===== src/rtl/sprc_pkg.sv =====
package sprc_pkg;

    // Configuration register indexes.
    localparam logic [2:0] CFG_SYNC_FIRST      = 3'd0;
    localparam logic [2:0] CFG_SYNC_SECOND     = 3'd1;
    localparam logic [2:0] CFG_MESSAGE_KIND    = 3'd2;
    localparam logic [2:0] CFG_REPORT_INTERVAL = 3'd3;
    localparam logic [2:0] CFG_STALE_LIMIT     = 3'd4;

    // Register reset values.
    localparam logic [31:0] DEFAULT_INTERVAL = 32'd20000;
    localparam logic [31:0] DEFAULT_STALE    = 32'd100000;

    localparam logic [15:0] SAT16 = 16'hFFFF;

    // Action codes of an input request.
    localparam logic ACT_MEASURE = 1'b0;
    localparam logic ACT_TICK    = 1'b1;

    // Byte positions within the frame header and within one channel record.
    localparam logic [2:0] HDR_LAST   = 3'd7;
    localparam logic [2:0] HDR_KIND   = 3'd6;
    localparam logic [2:0] REC_LAST   = 3'd5;

    typedef struct packed {
        logic        action;
        logic [1:0]  channel;
        logic [31:0] pulse_count;
        logic [31:0] now_us;
    } t_in;

    typedef struct packed {
        logic [7:0] frame_byte;
        logic       frame_end;
    } t_out;

    // One channel entry of the measurement memory.
    typedef struct packed {
        logic [31:0] sample_time;
        logic [15:0] width;
        logic [15:0] period;
    } t_entry;

    typedef enum logic [2:0] {
        S_IDLE,
        S_MEAS,
        S_HEAD,
        S_READ,
        S_LOAD,
        S_CHAN,
        S_SUM
    } t_state;

    // Saturate a 32-bit count to 16 bits.
    function automatic logic [15:0] sat16(input logic [31:0] v);
        logic [15:0] r;
        r = (v > {16'd0, SAT16}) ? SAT16 : v[15:0];
        return r;
    endfunction

endpackage


===== src/rtl/servo_pulse_capture_reporter_unit.sv =====
// Servo pulse capture reporter.
// Input channel (i_valid / o_ready / i_data): a request is either a pulse
// measurement for one channel or a time tick. For a measurement the channel
// entry is first read from the measurement memory, then updated and
// written back. A tick is decided in the cycle it is accepted; when the report
// interval has elapsed it starts a frame, otherwise it leaves no result.
// Output channel (o_valid / i_ready / o_data): one frame byte per request,
// frame_end marks the checksum byte. A frame has 9 + 6*CHANNELS bytes; each
// channel passes a memory read state and a staleness check state before its
// six bytes, which go out one a cycle while the receiver does not stall.
// The first byte is loaded into the output register from the header state.
// Only one request is in work at a time; o_ready is high while the sequencer is
// idle, also while the last frame byte still waits in the output register.
// A stalled receiver holds the output register and the frame sequencer waits.
// Reset is synchronous: configuration returns to its defaults, all channels are
// marked unseen and the last report time is zero; there is no clearing pass.
// Configuration writes take effect at once and must come while idle.
module servo_pulse_capture_reporter_unit #(
    parameter int CHANNELS = 4
) (
    input  logic                i_clk,
    input  logic                i_rst_n,
    input  logic                i_valid,
    output logic                o_ready,
    input  sprc_pkg::t_in       i_data,
    output logic                o_valid,
    input  logic                i_ready,
    output sprc_pkg::t_out      o_data,
    input  logic                i_cfg_we,
    input  logic [2:0]          i_cfg_idx,
    input  logic [31:0]         i_cfg_data
);

    localparam int CW = (CHANNELS > 1) ? $clog2(CHANNELS) : 1;
    localparam logic [31:0] PLEN = 32'(2 + 6 * CHANNELS);
    localparam logic [CW-1:0] LAST_CH = CW'(CHANNELS - 1);

    // Control and configuration registers.
    sprc_pkg::t_state       r_state, n_state;
    logic [CHANNELS-1:0]    r_seen, n_seen;
    logic [31:0]            r_last_report, n_last_report;
    logic [7:0]             r_sync1, r_sync2, r_kind;
    logic [31:0]            r_interval, r_stale;
    logic                   r_out_valid, n_out_valid;

    // Payload registers.
    sprc_pkg::t_out         r_out, n_out;
    logic [CW-1:0]          r_addr, n_addr;
    logic [CW-1:0]          r_chan, n_chan;
    logic [2:0]             r_cnt, n_cnt;
    logic [15:0]            r_pulse, n_pulse;
    logic [31:0]            r_now, n_now;
    logic [7:0]             r_csum, n_csum;
    logic                   r_cv, n_cv;
    logic [15:0]            r_cpw, n_cpw;
    logic [15:0]            r_cpp, n_cpp;

    // Measurement memory.
    sprc_pkg::t_entry       mem [0:CHANNELS-1];
    sprc_pkg::t_entry       r_rd;
    logic                   rd_en;
    logic [CW-1:0]          rd_addr;
    logic                   mem_we;
    sprc_pkg::t_entry       wdata;

    logic [31:0]            ch_ext;
    logic                   ch_in_range;
    logic                   report_due;
    logic                   can_load;

    assign ch_ext      = 32'(i_data.channel);
    assign ch_in_range = ch_ext < 32'(CHANNELS);
    assign report_due  = (i_data.now_us - r_last_report) >= r_interval;
    assign can_load    = !r_out_valid || i_ready;
    assign o_ready     = (r_state == sprc_pkg::S_IDLE);
    assign o_valid     = r_out_valid;
    assign o_data      = r_out;

    // Synchronous memory: one write port, one registered read port.
    always_ff @(posedge i_clk) begin
        if (mem_we) begin
            mem[r_addr] <= wdata;
        end
        if (rd_en) begin
            r_rd <= mem[rd_addr];
        end
    end

    // Sequencer: next state, memory access and frame bytes.
    always_comb begin
        logic       emit;
        logic [7:0] byte_v;
        logic       end_v;
        logic [31:0] age;
        logic       vld;

        n_state       = r_state;
        n_seen        = r_seen;
        n_last_report = r_last_report;
        n_out_valid   = r_out_valid && !i_ready;
        n_out         = r_out;
        n_addr        = r_addr;
        n_chan        = r_chan;
        n_cnt         = r_cnt;
        n_pulse       = r_pulse;
        n_now         = r_now;
        n_csum        = r_csum;
        n_cv          = r_cv;
        n_cpw         = r_cpw;
        n_cpp         = r_cpp;
        rd_en         = 1'b0;
        rd_addr       = r_chan;
        mem_we        = 1'b0;
        wdata         = '0;
        emit          = 1'b0;
        byte_v        = 8'd0;
        end_v         = 1'b0;
        age           = r_now - r_rd.sample_time;
        vld           = 1'b0;

        case (r_state)
            sprc_pkg::S_IDLE: begin
                if (i_valid) begin
                    if (i_data.action == sprc_pkg::ACT_MEASURE) begin
                        if (ch_in_range) begin
                            rd_en   = 1'b1;
                            rd_addr = ch_ext[CW-1:0];
                            n_addr  = ch_ext[CW-1:0];
                            n_pulse = sprc_pkg::sat16(i_data.pulse_count);
                            n_now   = i_data.now_us;
                            n_state = sprc_pkg::S_MEAS;
                        end
                    end else if (report_due) begin
                        n_last_report = i_data.now_us;
                        n_now         = i_data.now_us;
                        n_cnt         = 3'd0;
                        n_csum        = 8'd0;
                        n_state       = sprc_pkg::S_HEAD;
                    end
                end
            end
            sprc_pkg::S_MEAS: begin
                // Update the entry read in the previous cycle.
                mem_we             = 1'b1;
                wdata.sample_time  = r_now;
                wdata.width        = r_pulse;
                wdata.period       = r_seen[r_addr] ? sprc_pkg::sat16(age) : 16'd0;
                n_seen[r_addr]     = 1'b1;
                n_state            = sprc_pkg::S_IDLE;
            end
            sprc_pkg::S_HEAD: begin
                emit = can_load;
                case (r_cnt)
                    3'd0:    byte_v = r_sync1;
                    3'd1:    byte_v = r_sync2;
                    3'd2:    byte_v = PLEN[7:0];
                    3'd3:    byte_v = PLEN[15:8];
                    3'd4:    byte_v = PLEN[23:16];
                    3'd5:    byte_v = PLEN[31:24];
                    3'd6:    byte_v = r_kind;
                    default: byte_v = 8'(CHANNELS);
                endcase
                if (can_load) begin
                    if (r_cnt >= sprc_pkg::HDR_KIND) begin
                        n_csum = r_csum ^ byte_v;
                    end
                    if (r_cnt == sprc_pkg::HDR_LAST) begin
                        n_cnt   = 3'd0;
                        n_chan  = '0;
                        n_state = sprc_pkg::S_READ;
                    end else begin
                        n_cnt = r_cnt + 3'd1;
                    end
                end
            end
            sprc_pkg::S_READ: begin
                rd_en   = 1'b1;
                rd_addr = r_chan;
                n_state = sprc_pkg::S_LOAD;
            end
            sprc_pkg::S_LOAD: begin
                // A channel is valid when seen and its last sample is fresh.
                vld     = r_seen[r_chan] && (age <= r_stale);
                n_cv    = vld;
                n_cpw   = vld ? r_rd.width : 16'd0;
                n_cpp   = vld ? r_rd.period : 16'd0;
                n_cnt   = 3'd0;
                n_state = sprc_pkg::S_CHAN;
            end
            sprc_pkg::S_CHAN: begin
                emit = can_load;
                case (r_cnt)
                    3'd0:    byte_v = 8'(r_chan);
                    3'd1:    byte_v = {7'd0, r_cv};
                    3'd2:    byte_v = r_cpw[7:0];
                    3'd3:    byte_v = r_cpw[15:8];
                    3'd4:    byte_v = r_cpp[7:0];
                    default: byte_v = r_cpp[15:8];
                endcase
                if (can_load) begin
                    n_csum = r_csum ^ byte_v;
                    if (r_cnt == sprc_pkg::REC_LAST) begin
                        n_cnt = 3'd0;
                        if (r_chan == LAST_CH) begin
                            n_state = sprc_pkg::S_SUM;
                        end else begin
                            n_chan  = r_chan + 1'b1;
                            n_state = sprc_pkg::S_READ;
                        end
                    end else begin
                        n_cnt = r_cnt + 3'd1;
                    end
                end
            end
            sprc_pkg::S_SUM: begin
                emit   = can_load;
                byte_v = r_csum;
                end_v  = 1'b1;
                if (can_load) begin
                    n_state = sprc_pkg::S_IDLE;
                end
            end
            default: begin
                n_state = sprc_pkg::S_IDLE;
            end
        endcase

        // Load the output register with the next frame byte.
        if (emit) begin
            n_out_valid      = 1'b1;
            n_out.frame_byte = byte_v;
            n_out.frame_end  = end_v;
        end
    end

    // Control state and configuration registers.
    always_ff @(posedge i_clk) begin
        if (!i_rst_n) begin
            r_state       <= sprc_pkg::S_IDLE;
            r_seen        <= '0;
            r_last_report <= 32'd0;
            r_out_valid   <= 1'b0;
            r_sync1       <= 8'd0;
            r_sync2       <= 8'd0;
            r_kind        <= 8'd0;
            r_interval    <= sprc_pkg::DEFAULT_INTERVAL;
            r_stale       <= sprc_pkg::DEFAULT_STALE;
        end else begin
            r_state       <= n_state;
            r_seen        <= n_seen;
            r_last_report <= n_last_report;
            r_out_valid   <= n_out_valid;
            if (i_cfg_we) begin
                case (i_cfg_idx)
                    sprc_pkg::CFG_SYNC_FIRST:      r_sync1    <= i_cfg_data[7:0];
                    sprc_pkg::CFG_SYNC_SECOND:     r_sync2    <= i_cfg_data[7:0];
                    sprc_pkg::CFG_MESSAGE_KIND:    r_kind     <= i_cfg_data[7:0];
                    sprc_pkg::CFG_REPORT_INTERVAL: r_interval <= i_cfg_data;
                    sprc_pkg::CFG_STALE_LIMIT:     r_stale    <= i_cfg_data;
                    default: begin
                    end
                endcase
            end
        end
    end

    // Payload registers.
    always_ff @(posedge i_clk) begin
        r_out   <= n_out;
        r_addr  <= n_addr;
        r_chan  <= n_chan;
        r_cnt   <= n_cnt;
        r_pulse <= n_pulse;
        r_now   <= n_now;
        r_csum  <= n_csum;
        r_cv    <= n_cv;
        r_cpw   <= n_cpw;
        r_cpp   <= n_cpp;
    end

    // A due tick starts the frame header at its first byte.
    a_tick_starts_frame: assert property (@(posedge i_clk) disable iff (!i_rst_n)
        (i_valid && o_ready && i_data.action == sprc_pkg::ACT_TICK && report_due)
        |=> (r_state == sprc_pkg::S_HEAD && r_cnt == 3'd0))
        else $error("due tick did not start a frame");

    // An in-range measurement goes to the write-back cycle.
    a_meas_writeback: assert property (@(posedge i_clk) disable iff (!i_rst_n)
        (i_valid && o_ready && i_data.action == sprc_pkg::ACT_MEASURE && ch_in_range)
        |=> (r_state == sprc_pkg::S_MEAS && r_addr == $past(ch_ext[CW-1:0])))
        else $error("measurement did not reach write-back");

    // The checksum is sent only after the last channel record.
    a_sum_after_last: assert property (@(posedge i_clk) disable iff (!i_rst_n)
        (r_state == sprc_pkg::S_SUM) |-> (r_chan == LAST_CH))
        else $error("checksum before last channel");

    // The channel record counter never passes the last record byte.
    a_rec_count: assert property (@(posedge i_clk) disable iff (!i_rst_n)
        (r_state == sprc_pkg::S_CHAN) |-> (r_cnt <= sprc_pkg::REC_LAST))
        else $error("channel record counter out of range");

endmodule

===== config.mk =====
export PLATFORM = sky130hd
export DESIGN_NAME = servo_pulse_capture_reporter_unit
export DESIGN_NICKNAME = d
export VERILOG_FILES = /design/src/rtl/sprc_pkg.sv /design/src/rtl/servo_pulse_capture_reporter_unit.sv
export SDC_FILE = /design/constraint.sdc
export NUM_CORES = 1
export LEC_CHECK = 0
export BUFFER_PORTS_ARGS = -buffer_cell sky130_fd_sc_hd__buf_2
export CAP_MARGIN = 5
export CELL_PAD_IN_SITES_DETAIL_PLACEMENT = 1
export CELL_PAD_IN_SITES_GLOBAL_PLACEMENT = 1
export CORE_MARGIN = 2
export CORE_UTILIZATION = 50
export DETAILED_ROUTE_END_ITERATION = 6
export PLACE_DENSITY_LB_ADDON = 0.25
export RECOVER_POWER = 25
export SLEW_MARGIN = 20
export SYNTH_ARGS = -nofsm -noshare
export SYNTH_HDL_FRONTEND = slang
export SYNTH_SLANG_ARGS = --single-unit

===== constraint.sdc =====
create_clock -name i_clk -period 19.4 [get_ports i_clk]
set_clock_uncertainty 0.15 [all_clocks]
set_input_delay 0 -clock i_clk [delete_from_list [all_inputs] [get_ports i_clk]]
set_output_delay 0 -clock i_clk [all_outputs]
set_load 0.01 [all_outputs]

==> impl_metrics.env, run 1 <==
export IMPL_cts_hold_buf=144
export IMPL_avgViaCountPerCell=5.80
export IMPL_clk_path_buf_depth=3
export IMPL_rsz0062_at_grt="false"
export IMPL_netlist_area_mm2=0.0261
export IMPL_p_leak_nw=10.9
export IMPL_grtUsageTotal_pct=27.5
export IMPL_die_area_mm2=0.0541
export IMPL_syn_nets=2374
export IMPL_grt_pass1_vias=19600
export IMPL_startpoint_type="primary input"
export IMPL_slowest_delay_ps=3030
export IMPL_avgRoutedWirePerCell_um=23.5
export IMPL_cts_resized=0
export IMPL_drt_pass1_iterations=6
export IMPL_design_core_area_mm2=0.0515
export IMPL_synth_cells=2132
export IMPL_postCtsSetupBuffers=0
export IMPL_cp_arrival_ps=6260
export IMPL_dp_hpwl_mm=46.1
export IMPL_gp_congestion=0.895
export IMPL_multi_input_area_mm2=0.00994
export IMPL_crit_path_max_fanout=105
export IMPL_regToRegSetupSlack_ps=13650
export IMPL_worstSetupEndpointType="flop"
export IMPL_overflow=0
export IMPL_hold_path_startpoint="i_cfg_data[24]"
export IMPL_die_w_um=233
export IMPL_portBuffers=117
export IMPL_cts_clk_slew_worst_paths_ps=60
export IMPL_worstPathRequired_ps=19780
export IMPL_drive_gt1_share_pct=11.2
export IMPL_crit_slowest_cell="clkbuf_1"
export IMPL_htree_num_levels=2
export IMPL_grt_max_degree=106
export IMPL_syn_to_final_growth_pct=17.1
export IMPL_relSlewSlack_pct=-180
export IMPL_whs_path_depth=4
export IMPL_syn_avg_cell_area_um2=12.3
export IMPL_seq_area_mm2=0.0153
export IMPL_start_util_pct=50.7
export IMPL_yosysUniqueCellTypes=71
export IMPL_antenna_found_initial=1
export IMPL_crit_chain="dlygate4sd3_1 > clkbuf_1 > clkbuf_1 > o21ai_0 > a21oi_1"
export IMPL_drt_initial_drc_count=1099
export IMPL_max_freq_ghz=0.170
export IMPL_p_per_area_mw_per_mm2=112
export IMPL_power_mw=3.43
export IMPL_ant_nets=0
export IMPL_final_setup_tns_ps=0
export IMPL_async_flop_share_pct=0
export IMPL_period_minus_slack_ps=5880
export IMPL_ioPinCount=118
export IMPL_drcViolationCount=0
export IMPL_status="finished, violations left"
export IMPL_tritoncts="yes"
export IMPL_crit_type="primary input to flop"
export IMPL_max_cap_viol_count=6
export IMPL_clock_latency_ps=640
export IMPL_cts_root_buf="clkbuf_16"
export IMPL_hold_path_endpoint="r_interval[24]"
export IMPL_yosysWarningCount=0
export IMPL_clock_sinks=553
export IMPL_r2r_start="r_last_report[0]"
export IMPL_die_y_um=233
export IMPL_ys_ff_latch=553
export IMPL_rows=83
export IMPL_tightest_slew_ps=4200
export IMPL_r2r_end="r_now[19]"
export IMPL_cts_made_buffers=57
export IMPL_yosysSeqAreaShare_pct=58.6
export IMPL_path_common_cell="clkbuf_1"
export IMPL_r2r_cells=19
export IMPL_drv_slew=328
export IMPL_synth_ff_type="edfxtp_1"
export IMPL_period_share_pct=30.3
export IMPL_drt_wl_total_mm=73.0
export IMPL_vias=18000
export IMPL_grt_pass1_wl_mm=113
export IMPL_whs_ps=52.8
export IMPL_violations="capacitance limit, slew limit"
export IMPL_final_hold_violation_count=0
export IMPL_fillerInstances=5267
export IMPL_hp_class="primary input to flop"
export IMPL_synth_enable_flop_cells=425
export IMPL_final_nets=2625
export IMPL_ir_worst_vdd_uv=72.6
export IMPL_setup_viol=0
## per-stage QoR
| stage | std cells | worst slack, ps | util (%) | instance area [um^2] |
|---|---|---|---|---|
| floorplan | 2132 | 12820 | - | 26100 |
| global placement | 2860 | 14000 | 53.3 | 27400 |
| detailed placement | 2860 | 13760 | 53.3 | 27400 |
| CTS | 3110 | 13730 | 59.5 | 30700 |
| global route | 3110 | 13010 | 59.4 | 30600 |
| finish | 3111 | 13520 | 59.4 | 30600 |
## area by class of cell
cell class                      instances  area share [%]
Sequential cell                       553            50.1
Multi-Input combinational cell       1329            32.5
Timing Repair Buffer                  277            6.76
Clock buffer                           71            4.97
Tap cell                              680            2.78
Inverter                              165            2.02
Clock inverter                         35           0.887
Antenna cell                            1         0.00818
## worst max-delay path by stage
stage / startpoint / endpoint / slack (ps)
floorplan: r_state[0] / mem[0][0] / 12820
global placement: r_last_report[1] / r_csum[0] / 14000
detailed placement: r_last_report[0] / r_now[30] / 13760
CTS: r_last_report[0] / r_now[31] / 13730
global route: i_rst_n / r_state[1] / 13010
finish: i_rst_n / r_state[0] / 13520
## cell usage after synthesis, types with 20 or more instances
cell type  number  area (um^2)
nor2_1         65          244
o21ai_0        61          305
a21boi_0       88          661
ha_1          133         1660
mux4_2         66         1490
edfxtp_1      425        12800
dfxtp_1       128         2560
a21oi_1        87          435
and2_1         92          576
a31oi_1        20          125
nand2_1       303         1140
clkbuf_1       70          263
or2_2          21          131
xnor2_1        33          289
mux2i_1        35          350
a21o_1         53          398
inv_1         165          619
## sequential cells by signal, indices dropped and copies added (netlist names), 3 cells and up
| signal | count |
|---|---|
| r_seen | 4 |
| r_rd | 64 |
| r_cnt | 3 |
| r_last_report | 32 |
| mem | 256 |
| r_pulse | 16 |
| r_now | 32 |
| r_cpw | 16 |
| r_interval | 32 |
| r_state | 3 |
| r_csum | 8 |
| r_sync1 | 8 |
| r_stale | 32 |
| r_sync2 | 8 |
| o_data | 9 |
| r_cpp | 16 |
| r_kind | 8 |
## logic make-up after synthesis
kind of cell	synth area share, %
muxes	7.11
and+or+nand+nor	10.7
xor gates and xnor gates	1.64
AOI/OAI and AO/OA	11.7
buffers and inverters	3.68
DFF	58.6
adders and majority gates	6.52
## cell usage in the layout, fill, tap and decap left out, types with 20 or more instances in the layout
master / count
a21boi_0: 88
a21o_1: 53
a21oi_1: 87
a31oi_1: 20
and2_0: 23
and2_1: 70
buf_2: 69
clkbuf_1: 62
clkbuf_16: 57
dfxtp_1: 128
dlygate4sd3_1: 144
edfxtp_1: 425
ha_1: 133
inv_1: 165
mux2i_1: 33
mux4_2: 66
nand2_1: 303
nor2_1: 60
o21ai_0: 60
or2_2: 20
xnor2_1: 33
## critical path, delay by kind of cell
kind | cells | cell delay, ps
buffers and inverters | 3 | 5060
AOI/OAI and AO/OA | 2 | 1110
## where the power goes
part           switching, mW  leakage, nW  internal [mW]
sequential            0.0546         4.87           1.42
combinational          0.551         5.12          0.345
clock                  0.487        0.868          0.573
total                   1.09         10.9           2.34
## routing by layer
layer	track usage, %	routed length, um	share of wire (%)
met5	0	14	0.019
met4	12.2	3210	4.4
met1	32.3	28200	39
met2	49.7	38700	53
met3	4.09	2880	3.9
(Power assumes the default switching activity.)
==> run 2, diff against run 1 <==
Settings changed: CORE_UTILIZATION 50 to 46.
Clock period 19.4 ns to 4.8 ns, I/O delays scaled along.
==> impl_metrics.env, run 2 (synthesis results as in run 1) <==
export IMPL_largest_reg_flops=256
export IMPL_p_leak_nw=12.2
export IMPL_reg_top3="mem: 256 flops, r_rd: 64 flops"
export IMPL_antenna_found_initial=1
export IMPL_layout_commonest_cell="edfxtp_1"
export IMPL_die_w_um=242
export IMPL_crit_path_max_fanout=8
export IMPL_period_minus_slack_ps=5080
export IMPL_place_area_mm2=0.0288
export IMPL_ioPinCount=118
export IMPL_max_cap_viol_count=6
export IMPL_tightest_slew_ps=2150
export IMPL_hp_class="primary input to flop"
export IMPL_cts_root_buf="clkbuf_16"
export IMPL_syn_to_final_growth_pct=27.8
export IMPL_max_freq_ghz=0.197
export IMPL_tritoncts="yes"
export IMPL_drv_slew=252
export IMPL_p_seq_share_pct=39.8
export IMPL_grt_pass1_wl_mm=120
export IMPL_vias=19200
export IMPL_rows=87
export IMPL_ir_worst_vdd_uv=341
export IMPL_p_sw_share_pct=31.9
export IMPL_power_mw=15.1
export IMPL_relSlewSlack_pct=-43.5
export IMPL_setup_viol=41
export IMPL_violations="capacitance limit, slew limit, setup timing"
export IMPL_fillerInstances=5744
export IMPL_final_cell_mix="edfxtp_1, nand2_1, buf_4, dlygate4sd3_1, inv_1"
export IMPL_final_nets=2851
export IMPL_drive_gt1_share_pct=21.9
export IMPL_combPwrFrac_pct=30.8
export IMPL_clock_sinks=553
export IMPL_design_core_area_mm2=0.0563
export IMPL_drt_initial_drc_count=1180
export IMPL_die_y_um=242
export IMPL_period_share_pct=106
export IMPL_ant_nets=0
export IMPL_dp_hpwl_mm=47.7
export IMPL_grt_max_degree=92
export IMPL_drt_wl_total_mm=80.0
export IMPL_status="finished, violations left"
export IMPL_grtUsageTotal_pct=26.3
export IMPL_overflow=0
export IMPL_drcViolationCount=0
export IMPL_avgRoutedWirePerCell_um=23.4
export IMPL_cts_made_buffers=59
export IMPL_gp_congestion=0.871
export IMPL_design_area_mm2=0.0334
export IMPL_crit_type="flop to flop"
export IMPL_die_area_mm2=0.0587
export IMPL_worstSetupEndpointType="flop"
export IMPL_rsz0062_at_grt="true"
export IMPL_post_route_worst_setup_slack_ps=-285
export IMPL_htree_num_levels=2
export IMPL_grt_pass1_vias=20800
export IMPL_avgViaCountPerCell=5.63
export IMPL_p_per_area_mw_per_mm2=451
export IMPL_portBuffers=117
export IMPL_final_hold_violation_count=0
export IMPL_clk_path_buf_depth=3
export IMPL_dp_cells=3081
export IMPL_start_util_pct=46.4
export IMPL_worstPathRequired_ps=5170
export IMPL_final_setup_tns_ps=-8240
export IMPL_p_sw_mw=4.81
export IMPL_cts_clk_slew_worst_paths_ps=60
export IMPL_top_register="mem"
export IMPL_stdcell_count=3415
export IMPL_startpoint_type="flop"
export IMPL_clockPowerShare_pct=29.5
export IMPL_internal_power_mw=10.3
export IMPL_drt_pass1_iterations=5
export IMPL_cp_arrival_ps=5460
export IMPL_clock_latency_ps=650
export IMPL_utilization_pct=59.4
-- run 2: layout make-up --
class	count	area [um^2]	area share (%)
diodes	1	2.50	0.00749
clock buffers	77	1600	4.77
clock inverters	33	269	0.805
inverters	165	619	1.85
multi-input cells	1330	10500	31.5
flip-flops and latches	553	15300	45.9
well taps	756	946	2.83
repair buffers	500	4130	12.4
-- run 2: worst paths after layout --
| check | startpoint | to | slack [ps] | cells after the start |
|---|---|---|---|---|
| worst max-delay path | r_now[0] | r_cpw[9] | -280 | 23 |
| worst min-delay path | i_cfg_data[30] | r_stale[30] | 40 | 4 |
| worst max register to register | r_now[0] | r_cpw[9] | -280 | 23 |
| worst min register to register | r_last_report[30] | r_last_report[30] | 310 | 2 |
-- run 2: repair_timing --
| action | CTS | global route |
|---|---|---|
| hold endpoints to repair | 219 | 0 |
| hold buffers | 166 | 0 |
| gates cloned | 4 | 4 |
| gates resized for setup | 72 | 85 |
| pin swaps | 41 | 117 |
| setup endpoints to repair | 109 | 109 |
| buffers inserted | 27 | 24 |
-- run 2: power by group through the flow --
stage | sequential, mW | combinational, mW | clock, mW
after global placement | 6.03 | 3.68 | 0
final | 5.99 | 4.63 | 4.44
after CTS | 5.96 | 4.25 | 4.47
after floorplan | 5.96 | 2.45 | 0
after global routing | 6.02 | 5.01 | 4.67
after detailed placement | 6.06 | 3.87 | 0
-- run 2: worst max-delay path, cell delays in order, from the launching register on --
cell,delay [ps]
edfxtp_1,410
inv_1,100
ha_2,200
inv_2,50
fa_2,450
a211oi_4,350
o21bai_1,130
a21oi_2,190
o21bai_1,120
a21oi_2,150
o21a_1,240
buf_4,140
o21ai_0,120
xnor2_1,320
inv_1,140
ha_4,240
a21o_1,200
a21o_1,180
a21oi_2,200
o221ai_4,160
o31ai_4,230
buf_12,190
clkbuf_16,180
and2_4,140
-- run 2: routing by layer --
metal	share of wire [%]	wire length (um)	vias to the layer above	GRT usage, %
li1	-	-	8754	-
met4	5.0	3980	0	12.6
met1	38	30400	9765	30.3
met2	53	42600	508	48.1
met3	3.8	3010	200	3.54
met5	0	0	-	0
-- run 2: through the flow --
step / hold WS, ps / setup slack (ps)
global placement: 74.7 / -506
global route: 59.7 / -427
finish: 44.7 / -285
CTS: 11.2 / -40.7
floorplan: -51.1 / 2.41
detailed placement: 77.0 / -560
